`src/rtl/fused_axpy_8col_single_assert.svh`:
```
// Assertion macros shared by the fused axpy RTL.
// No dependencies; included by modules that carry checks.
`ifndef FUSED_AXPY_8COL_SINGLE_ASSERT_SVH
`define FUSED_AXPY_8COL_SINGLE_ASSERT_SVH
`define FAX_ASSERT(lbl, expr) \
  lbl: assert property (@(posedge clk) disable iff (rst) (expr)) else $error("fax check failed");
`define FAX_ASSERT_NEXT(lbl, pre, post) \
  lbl: assert property (@(posedge clk) disable iff (rst) (pre) |=> (post)) else $error("fax check failed");
`endif

```
`src/rtl/fax_pkg.sv`:
```
// Package for the fused axpy block: widths, constants, float helpers.
// No dependencies.
package fax_pkg;
  localparam int Columns = 8;
  localparam logic [31:0] Qnan = 32'h7FC00000;

  function automatic logic is_nan(input logic [31:0] v);
    return (v[30:23] == 8'hFF) && (v[22:0] != 23'd0);
  endfunction
  function automatic logic is_inf(input logic [31:0] v);
    return v[30:0] == 31'h7F800000;
  endfunction
  function automatic logic is_zero(input logic [31:0] v);
    return v[30:0] == 31'd0;
  endfunction

  // Leading zero count of a 64-bit word.
  function automatic logic [6:0] lzc64(input logic [63:0] x);
    logic [6:0] n;
    logic found;
    n = 7'd64;
    found = 1'b0;
    for (int i = 63; i >= 0; i--) begin
      if (!found && x[i]) begin
        n = 7'(63 - i);
        found = 1'b1;
      end
    end
    return n;
  endfunction

  // Value = sig * 2^(e-153); sig nonzero. Round to nearest even and pack.
  function automatic logic [31:0] round_pack(input logic sign, input logic signed [11:0] e,
                                             input logic [63:0] sig);
    logic [6:0] lz;
    logic signed [11:0] ex;
    logic [63:0] nm;
    logic [27:0] s28;
    logic [2:0] rb;
    logic [24:0] m;
    logic [11:0] sh;
    logic [63:0] t;
    logic stk;
    lz = lzc64(sig);
    nm = sig << lz;
    // normalized to bit 26 of a 28-bit view, sticky of dropped bits
    s28 = {1'b0, nm[63:37]} | {27'd0, nm[36:0] != 37'd0};
    ex = e + 12'sd37 - $signed({5'd0, lz});
    if (ex >= 12'sd255) return {sign, 31'h7F800000};
    if (ex <= 12'sd0) begin
      sh = 12'(12'sd1 - ex);
      if (sh >= 12'd28) t = {63'd0, s28 != 28'd0};
      else begin
        t = {36'd0, s28} >> sh[4:0];
        stk = (({36'd0, s28} & ((64'd1 << sh[4:0]) - 64'd1)) != 64'd0);
        t[0] = t[0] | stk;
      end
      rb = t[2:0];
      m = {1'b0, t[26:3]};
      if (rb > 3'd4 || (rb == 3'd4 && m[0])) m = m + 25'd1;
      return {sign, 7'd0, m[23:0]};
    end
    rb = s28[2:0];
    m = {1'b0, s28[26:3]};
    if (rb > 3'd4 || (rb == 3'd4 && m[0])) m = m + 25'd1;
    if (m[24]) begin
      m = m >> 1;
      ex = ex + 12'sd1;
    end
    if (ex >= 12'sd255) return {sign, 31'h7F800000};
    return {sign, ex[7:0], m[22:0]};
  endfunction
endpackage

```
`src/rtl/fax_mul.sv`:
```
// One registered single-precision multiply stage (product, then round).
// Depends on fax_pkg.
module fax_mul (
  input  logic        clk,
  input  logic        en,
  input  logic [31:0] a,
  input  logic [31:0] b,
  output logic [31:0] p
);
  logic        spec, spec_q;
  logic [31:0] spec_val, spec_val_q;
  logic [47:0] prod_q;
  logic        sign_q;
  logic signed [11:0] e_q;
  logic [7:0]  ea, eb;
  logic [23:0] ma, mb;

  always_comb begin
    spec = 1'b1;
    spec_val = fax_pkg::Qnan;
    if (fax_pkg::is_nan(a) || fax_pkg::is_nan(b)) spec_val = fax_pkg::Qnan;
    else if (fax_pkg::is_inf(a) || fax_pkg::is_inf(b)) begin
      if (fax_pkg::is_zero(a) || fax_pkg::is_zero(b)) spec_val = fax_pkg::Qnan;
      else spec_val = {a[31] ^ b[31], 31'h7F800000};
    end else if (fax_pkg::is_zero(a) || fax_pkg::is_zero(b)) spec_val = {a[31] ^ b[31], 31'd0};
    else spec = 1'b0;
    ea = (a[30:23] == 8'd0) ? 8'd1 : a[30:23];
    eb = (b[30:23] == 8'd0) ? 8'd1 : b[30:23];
    ma = {a[30:23] != 8'd0, a[22:0]};
    mb = {b[30:23] != 8'd0, b[22:0]};
  end

  always_ff @(posedge clk) begin
    if (en) begin
      prod_q <= ma * mb;
      spec_q <= spec;
      spec_val_q <= spec_val;
      sign_q <= a[31] ^ b[31];
      e_q <= $signed({4'd0, ea}) + $signed({4'd0, eb}) - 12'sd147;
    end
  end

  assign p = spec_q ? spec_val_q : fax_pkg::round_pack(sign_q, e_q, {16'd0, prod_q});
endmodule

```
`config.mk`:
```
export PLATFORM = sky130hd
export DESIGN_NAME = fax_mul
export DESIGN_NICKNAME = d
export VERILOG_FILES = /design/src/rtl/fused_axpy_8col_single_assert.svh /design/src/rtl/fax_pkg.sv /design/src/rtl/fax_mul.sv
export SDC_FILE = /design/constraint.sdc
export NUM_CORES = 2
export LEC_CHECK = 0
export BUFFER_PORTS_ARGS = -buffer_cell sky130_fd_sc_hd__clkbuf_2
export CORE_MARGIN = 1.5
export CORE_UTILIZATION = 50
export CTS_CLUSTER_DIAMETER = 100
export DETAILED_ROUTE_END_ITERATION = 7
export HOLD_SLACK_MARGIN = 0.12
export PLACE_DENSITY = 0.66
export SYNTH_ARGS = -nofsm -noshare
export SYNTH_HDL_FRONTEND = slang
export SYNTH_SLANG_ARGS = --single-unit
```
`constraint.sdc`:
```
create_clock -name clk -period 13.65 [get_ports clk]
set_clock_uncertainty 0.1 [all_clocks]
set_input_delay 2.0475 -clock clk [delete_from_list [all_inputs] [get_ports clk]]
set_output_delay 2.0475 -clock clk [all_outputs]
set_load 0.02 [all_outputs]
```
* Word level (Yosys, flattened, before mapping)
Cells that the tools add are included. W data, S select, Z words.
Word-level totals: flip-flop bits (word level) 94
Operators by class: add/subtract/negate cells 9, $mul 1, magnitude comparators 6, equality and inequality tests 6, shift operators 3, multiplexer cells 125, bitwise operators 4, reductions and logical operators 115
Operators by type and width (number):
- $mux W7 | 48
- $mux W32 | 10
- $mux W27 | 3
- $mux W25 | 3
- $and A27 B64 Y64 | 1
- $reduce_bool A64 Y1 | 1
- $shl A1 B5 Y64 const A | 1
- $shl A48 B7 Y64 | 1
- $sub A64 B1 Y64 const B | 1
- $eq A31 B31 Y1 const B | 2
- $logic_not A31 Y1 | 2
- $mux W1 | 54
- $logic_and A1 B1 Y1 | 51
- $mul A24 B24 Y48 | 1
- $logic_not A1 Y1 | 47
- $reduce_bool A23 Y1 | 2
- $reduce_bool A37 Y1 | 1
- $mux W12 | 3
- $reduce_bool A28 Y1 | 1
- $or A27 B1 Y27 | 1
- $shr A27 B5 Y27 | 1
- $add A24 B1 Y25 const B | 1
- $add A24 B1 Y24 const B | 1
- $ge A12 B9 Y1 const B | 2
- 20 further kinds | 30

* Depth between registers and ports, before layout
depth in word-level cells 162, depth in mapped cells 39, mapped depth without buffers 32

* Worst setup path after synthesis
No wires, ideal clock.
path type reg-to-output, start point register prod_q[35], end point output p[12], data arrival time 8.385 ns, data required time 11.502 ns, slack 3.117 ns, stages on the path, launching flop included 39, buffers on the path 10, cell sequence edfxtp_1 > or4_1 > buf_2 > nor3_2 > o21a_1 > nor2_1 > inv_2 > buf_2 > buf_4 > buf_4 > buf_2 > buf_1 > ha_1 > inv_1 > ha_1 > clkbuf_1 > inv_1 > buf_1 > [3 not listed] > nor2_1 > a22oi_1 > nor2_1 > nand2_1 > ha_1 > o31ai_1 > nor3_1 > o21ai_1 > nor3_1 > o32a_1 > o22ai_1 > nor4_1 > nand4_1 > a2111oi_2 > a311oi_2 > nand4_1 > xnor2_1 > o21ai_0
On the way: cells in the longest elaborated chain, start to end 127, elaborated cells on any way between the ends 192, classes of those cells 6 x add/sub; 6 x order compare; 2 x eq/ne; 3 x shift; 94 x mux; 3 x bitwise; 78 x reduce/logical
Ends and longest elaborated chain:
- from (decl) | line fax_mul.sv:12 | logic [47:0] prod_q;
- from (signal assigned) | line fax_mul.sv:35 | prod_q <= ma * mb;
- branches (longest 125 deep; another with $logic_and A1 B1 Y1)
- $mux W32 (*) | line fax_pkg.sv:50 | if (ex <= 12'sd0) begin
- $mux W32 (*) | line fax_mul.sv:43 | assign p = spec_q ? spec_val_q : fax_pkg::round_pack(sign_q, e_q, {16'd0, prod_q});
- to (decl) | line fax_mul.sv:8 | output logic [31:0] p
Mark *: on every way between the ends. The select of a mux whose other input is x is not followed.

* Worst setup path in the final report
start point register prod_q[27], end point output p[1]
On the way: cells in the longest elaborated chain, start to end 103, elaborated cells on any way between the ends 160, classes of those cells 6 x add/sub; 6 x order compare; 2 x eq/ne; 3 x shift; 78 x mux; 3 x bitwise; 62 x reduce/logical
Ends and longest elaborated chain (line):
- branches (longest 101 deep; another with $logic_and A1 B1 Y1)
- $mux W32 (*) | fax_pkg.sv:50
- $mux W32 (*) | fax_mul.sv:43
Marked as above.

==> impl_summary.log <==
[metrics] effective utilization at floorplan: 50.79%
[metrics] dominant cells by area after synthesis: sky130_fd_sc_hd__fa_1, sky130_fd_sc_hd__ha_1, sky130_fd_sc_hd__inv_1, sky130_fd_sc_hd__nand2_1, sky130_fd_sc_hd__edfxtp_1
[metrics] row count: 91
[metrics] DRT Wirelength: 116,700 µm
[metrics] Critical Path Most Common Cell: sky130_fd_sc_hd__ha_1
[metrics] nets in the synthesized netlist: 4,623
[metrics] detail-routed via count per cell: 6.380
[metrics] Cells after Synth: 3,852
[metrics] DR pass1 iterations: 6
[metrics] initial antenna violation count: 2
[metrics] aggregate global routing overflow: 0
[metrics] H-tree levels: 3
[metrics] Critical Path Source Type: register
[metrics] Post-DRT Antenna Nets: 0
[metrics] share of synthesized cell area in full adder, half adder and majority cells: 39.61%
[metrics] Unique masters post-synth: 118
[metrics] DRC violations left: 0
[metrics] setup repair after global routing missed its margin: no
[metrics] WS Path Type: register to output port
[metrics] largest stage delay on the critical path: 720 ps
[metrics] height of the die: 253.8 µm
[metrics] maximum buffer depth of the clock tree: 2
[metrics] number of post-CTS setup repair buffers: 0
[metrics] horizontal die dimension: 253.8 µm
[metrics] status: finished, final reports clean
[metrics] area growth from synthesis to final layout: 4.375%
[metrics] area share of the largest cell type after synthesis: 30.86%
[metrics] Ys Warns: 0
[metrics] worst endpoint data arrival time: 9860 ps
[metrics] slowest CP cell: sky130_fd_sc_hd__nor4_1
[metrics] share of the clock period used by the worst path after layout: 87.97%
[metrics] number of enable flip-flop cells after synthesis: 63
[metrics] number of nets in the final layout: 4,573
[metrics] count of vias placed by the detailed router: 29,630
[metrics] cell with the most instances after synthesis: sky130_fd_sc_hd__inv_1
[metrics] register bit total from synthesis: 63
[metrics] Peak Freq: 83.27 MHz
[metrics] final HPWL from detailed placement: 90,940 µm
[metrics] Clock Sink Count: 63
[metrics] classification of the worst-slack hold path: input pin to register
[metrics] number of buffers added by the clock tree synthesis step: 9
[metrics] area share of xor/xnor cells in the synthesized design: 3.134%
[metrics] diodes inserted: 0
[metrics] post-synthesis average cell area: 8.167 µm²
[metrics] actual slew at the worst max-slew pin: 1203 ps
[metrics] max-slew violation total from the final report: 0
[metrics] required time at the endpoint of the critical path: 11,500 ps
[metrics] maximum number of pins on one net before global-route repair: 64
[metrics] root buffer cell: sky130_fd_sc_hd__clkbuf_16
[metrics] share of cells above drive strength 1: 7.460%
[metrics] global placement routability congestion: 1.043
[metrics] Synth Cell Area: 31,460 µm²
[metrics] average wire per standard cell: 25.14 µm
[metrics] library cell with the largest summed area after synthesis: sky130_fd_sc_hd__fa_1
[metrics] peak fanout along the critical path: 35
[metrics] Post-synth top flop: sky130_fd_sc_hd__edfxtp_1
[metrics] number of hold-repair buffers added at the cts stage: 0
[metrics] hold violation count in the final report: 0
[metrics] combinational family with the most area after synthesis: adder cells
[metrics] combined global-route utilization of all metal layers: 36.82%
[metrics] setup violators final: 0
[metrics] first-pass GRT wire length: 180,300 µm
[metrics] final critical-path required period: 12,010 ps
[metrics] number of buffers inserted by port buffering: 97
[metrics] top cells by instance count after synthesis: sky130_fd_sc_hd__inv_1, sky130_fd_sc_hd__nand2_1, sky130_fd_sc_hd__fa_1, sky130_fd_sc_hd__and2_1, sky130_fd_sc_hd__ha_1
[metrics] proportion of synthesized chip area in sequential cells: 6.014%
[metrics] count of buffering cells on the critical path with inverters included: 5
[metrics] count of boundary I/O pins: 98
[metrics] DRC violation total after the first TritonRoute iteration: 3,107
[metrics] number of cells upsized or downsized after cts: 0
[metrics] number of global-route vias before repair: 29,880
[metrics] number of fill cells in the layout: 5,999
[metrics] Critical Path End Type: output port
[metrics] TritonCTS clock tree: yes
[metrics] area of the die: 64,430 µm²
[metrics] Relative slew margins: 18.69%
[metrics] Top Family by Delay on Critical Path: simple AND/OR/NAND/NOR gates
[metrics] clock-pin slew reported for the worst setup and hold paths after clock tree synthesis: 60 ps
[metrics] area fraction in and, or, nand and nor cells after synthesis: 22.20%
[metrics] setup TNS after final layout: 0 ps
[metrics] multiplexer area fraction after synthesis: 3.854%
[metrics] maxcap violations: 0
[metrics] core area: 61,940 µm²
[metrics] fraction of the mapped netlist area in compound gates: 15.41%
[metrics] utilization after layout: 53.01%
[metrics] proportion of synthesized flip-flops having asynchronous set or reset: 0%
## metrics by stage
step                cell area, µm²  cells  worst slack [ps]  hold slack, ps
floorplan                    31460   3852              3117            2060
global placement             32490   4628              2468            2278
detailed placement           32490   4628              2219            2310
CTS                          32830   4644              1797            1949
global route                 32830   4644             784.2            1954
finish                       32830   4644              1641            1957
## sequential cells by signal (all words and copies together) (netlist names)
name and count:
e_q 10, prod_q 48, sign_q 1, spec_q 1, spec_val_q 3
## cells in the final DEF, fill, tap and decap left out, types with 15 or more instances in the layout
| cell | count |
|---|---|
| sky130_fd_sc_hd__a211oi_1 | 29 |
| sky130_fd_sc_hd__a21o_1 | 23 |
| sky130_fd_sc_hd__a21oi_1 | 132 |
| sky130_fd_sc_hd__a22oi_1 | 27 |
| sky130_fd_sc_hd__a31oi_1 | 30 |
| sky130_fd_sc_hd__and2_1 | 266 |
| sky130_fd_sc_hd__and3_1 | 17 |
| sky130_fd_sc_hd__buf_4 | 55 |
| sky130_fd_sc_hd__clkbuf_2 | 97 |
| sky130_fd_sc_hd__edfxtp_1 | 63 |
| sky130_fd_sc_hd__fa_1 | 485 |
| sky130_fd_sc_hd__ha_1 | 220 |
| sky130_fd_sc_hd__inv_1 | 562 |
| sky130_fd_sc_hd__mux2_2 | 21 |
| sky130_fd_sc_hd__mux2i_1 | 58 |
| sky130_fd_sc_hd__nand2_1 | 529 |
| sky130_fd_sc_hd__nand3_1 | 107 |
| sky130_fd_sc_hd__nand4_1 | 40 |
| sky130_fd_sc_hd__nor2_1 | 216 |
| sky130_fd_sc_hd__nor3_1 | 101 |
| sky130_fd_sc_hd__nor4_1 | 47 |
| sky130_fd_sc_hd__o211ai_1 | 32 |
| sky130_fd_sc_hd__o21ai_0 | 72 |
| sky130_fd_sc_hd__o21bai_1 | 15 |
| sky130_fd_sc_hd__o221ai_1 | 17 |
| sky130_fd_sc_hd__o22ai_1 | 38 |
| sky130_fd_sc_hd__o31ai_1 | 26 |
| sky130_fd_sc_hd__o32ai_1 | 15 |
| sky130_fd_sc_hd__xnor2_1 | 87 |
| sky130_fd_sc_hd__xor2_1 | 22 |
## metal layers
metal  up-vias  share of wire (%)  track usage, %
li1      12850                  -               -
met1     14550                 39           47.66
met2      1804                 45           57.71
met3       416                9.3           6.084
met4         2                7.1           22.64
met5         -              0.011               0
## final timing paths
check        from      to  depth (start not counted)
min         a[31]  sign_q                          3
max    prod_q[27]    p[1]                         30
## cells by family (layout without fill, tap and decap cells)
logic type	Yosys count	count (layout)
AO/OA/AOI/OAI	668	668
XOR/XNOR	111	111
adder cells (fa/ha/maj)	705	705
buffers and inverters	783	738
flip-flops	63	63
multiplexers	99	99
AND/OR/NAND/NOR	1423	1423
## area by class of cell
type / count / area, µm² / share of cell area (%)
inverters: 570 / 2145 / 6.532
flip-flops and latches: 63 / 1892 / 5.762
multi-input cells: 3006 / 26510 / 80.73
repair buffers: 152 / 898.4 / 2.736
well taps: 837 / 1047 / 3.190
clock inverters: 7 / 118.9 / 0.3620
clock buffers: 9 / 225.2 / 0.6859
## worst min-delay path, cell delays in order
cell	delay (ps)
sky130_fd_sc_hd__clkbuf_2	80
sky130_fd_sc_hd__xnor2_1	90
sky130_fd_sc_hd__inv_1	70
Power is not shown: default switching activity piles up to over one toggle a cycle in this logic, so the estimate is an artifact.
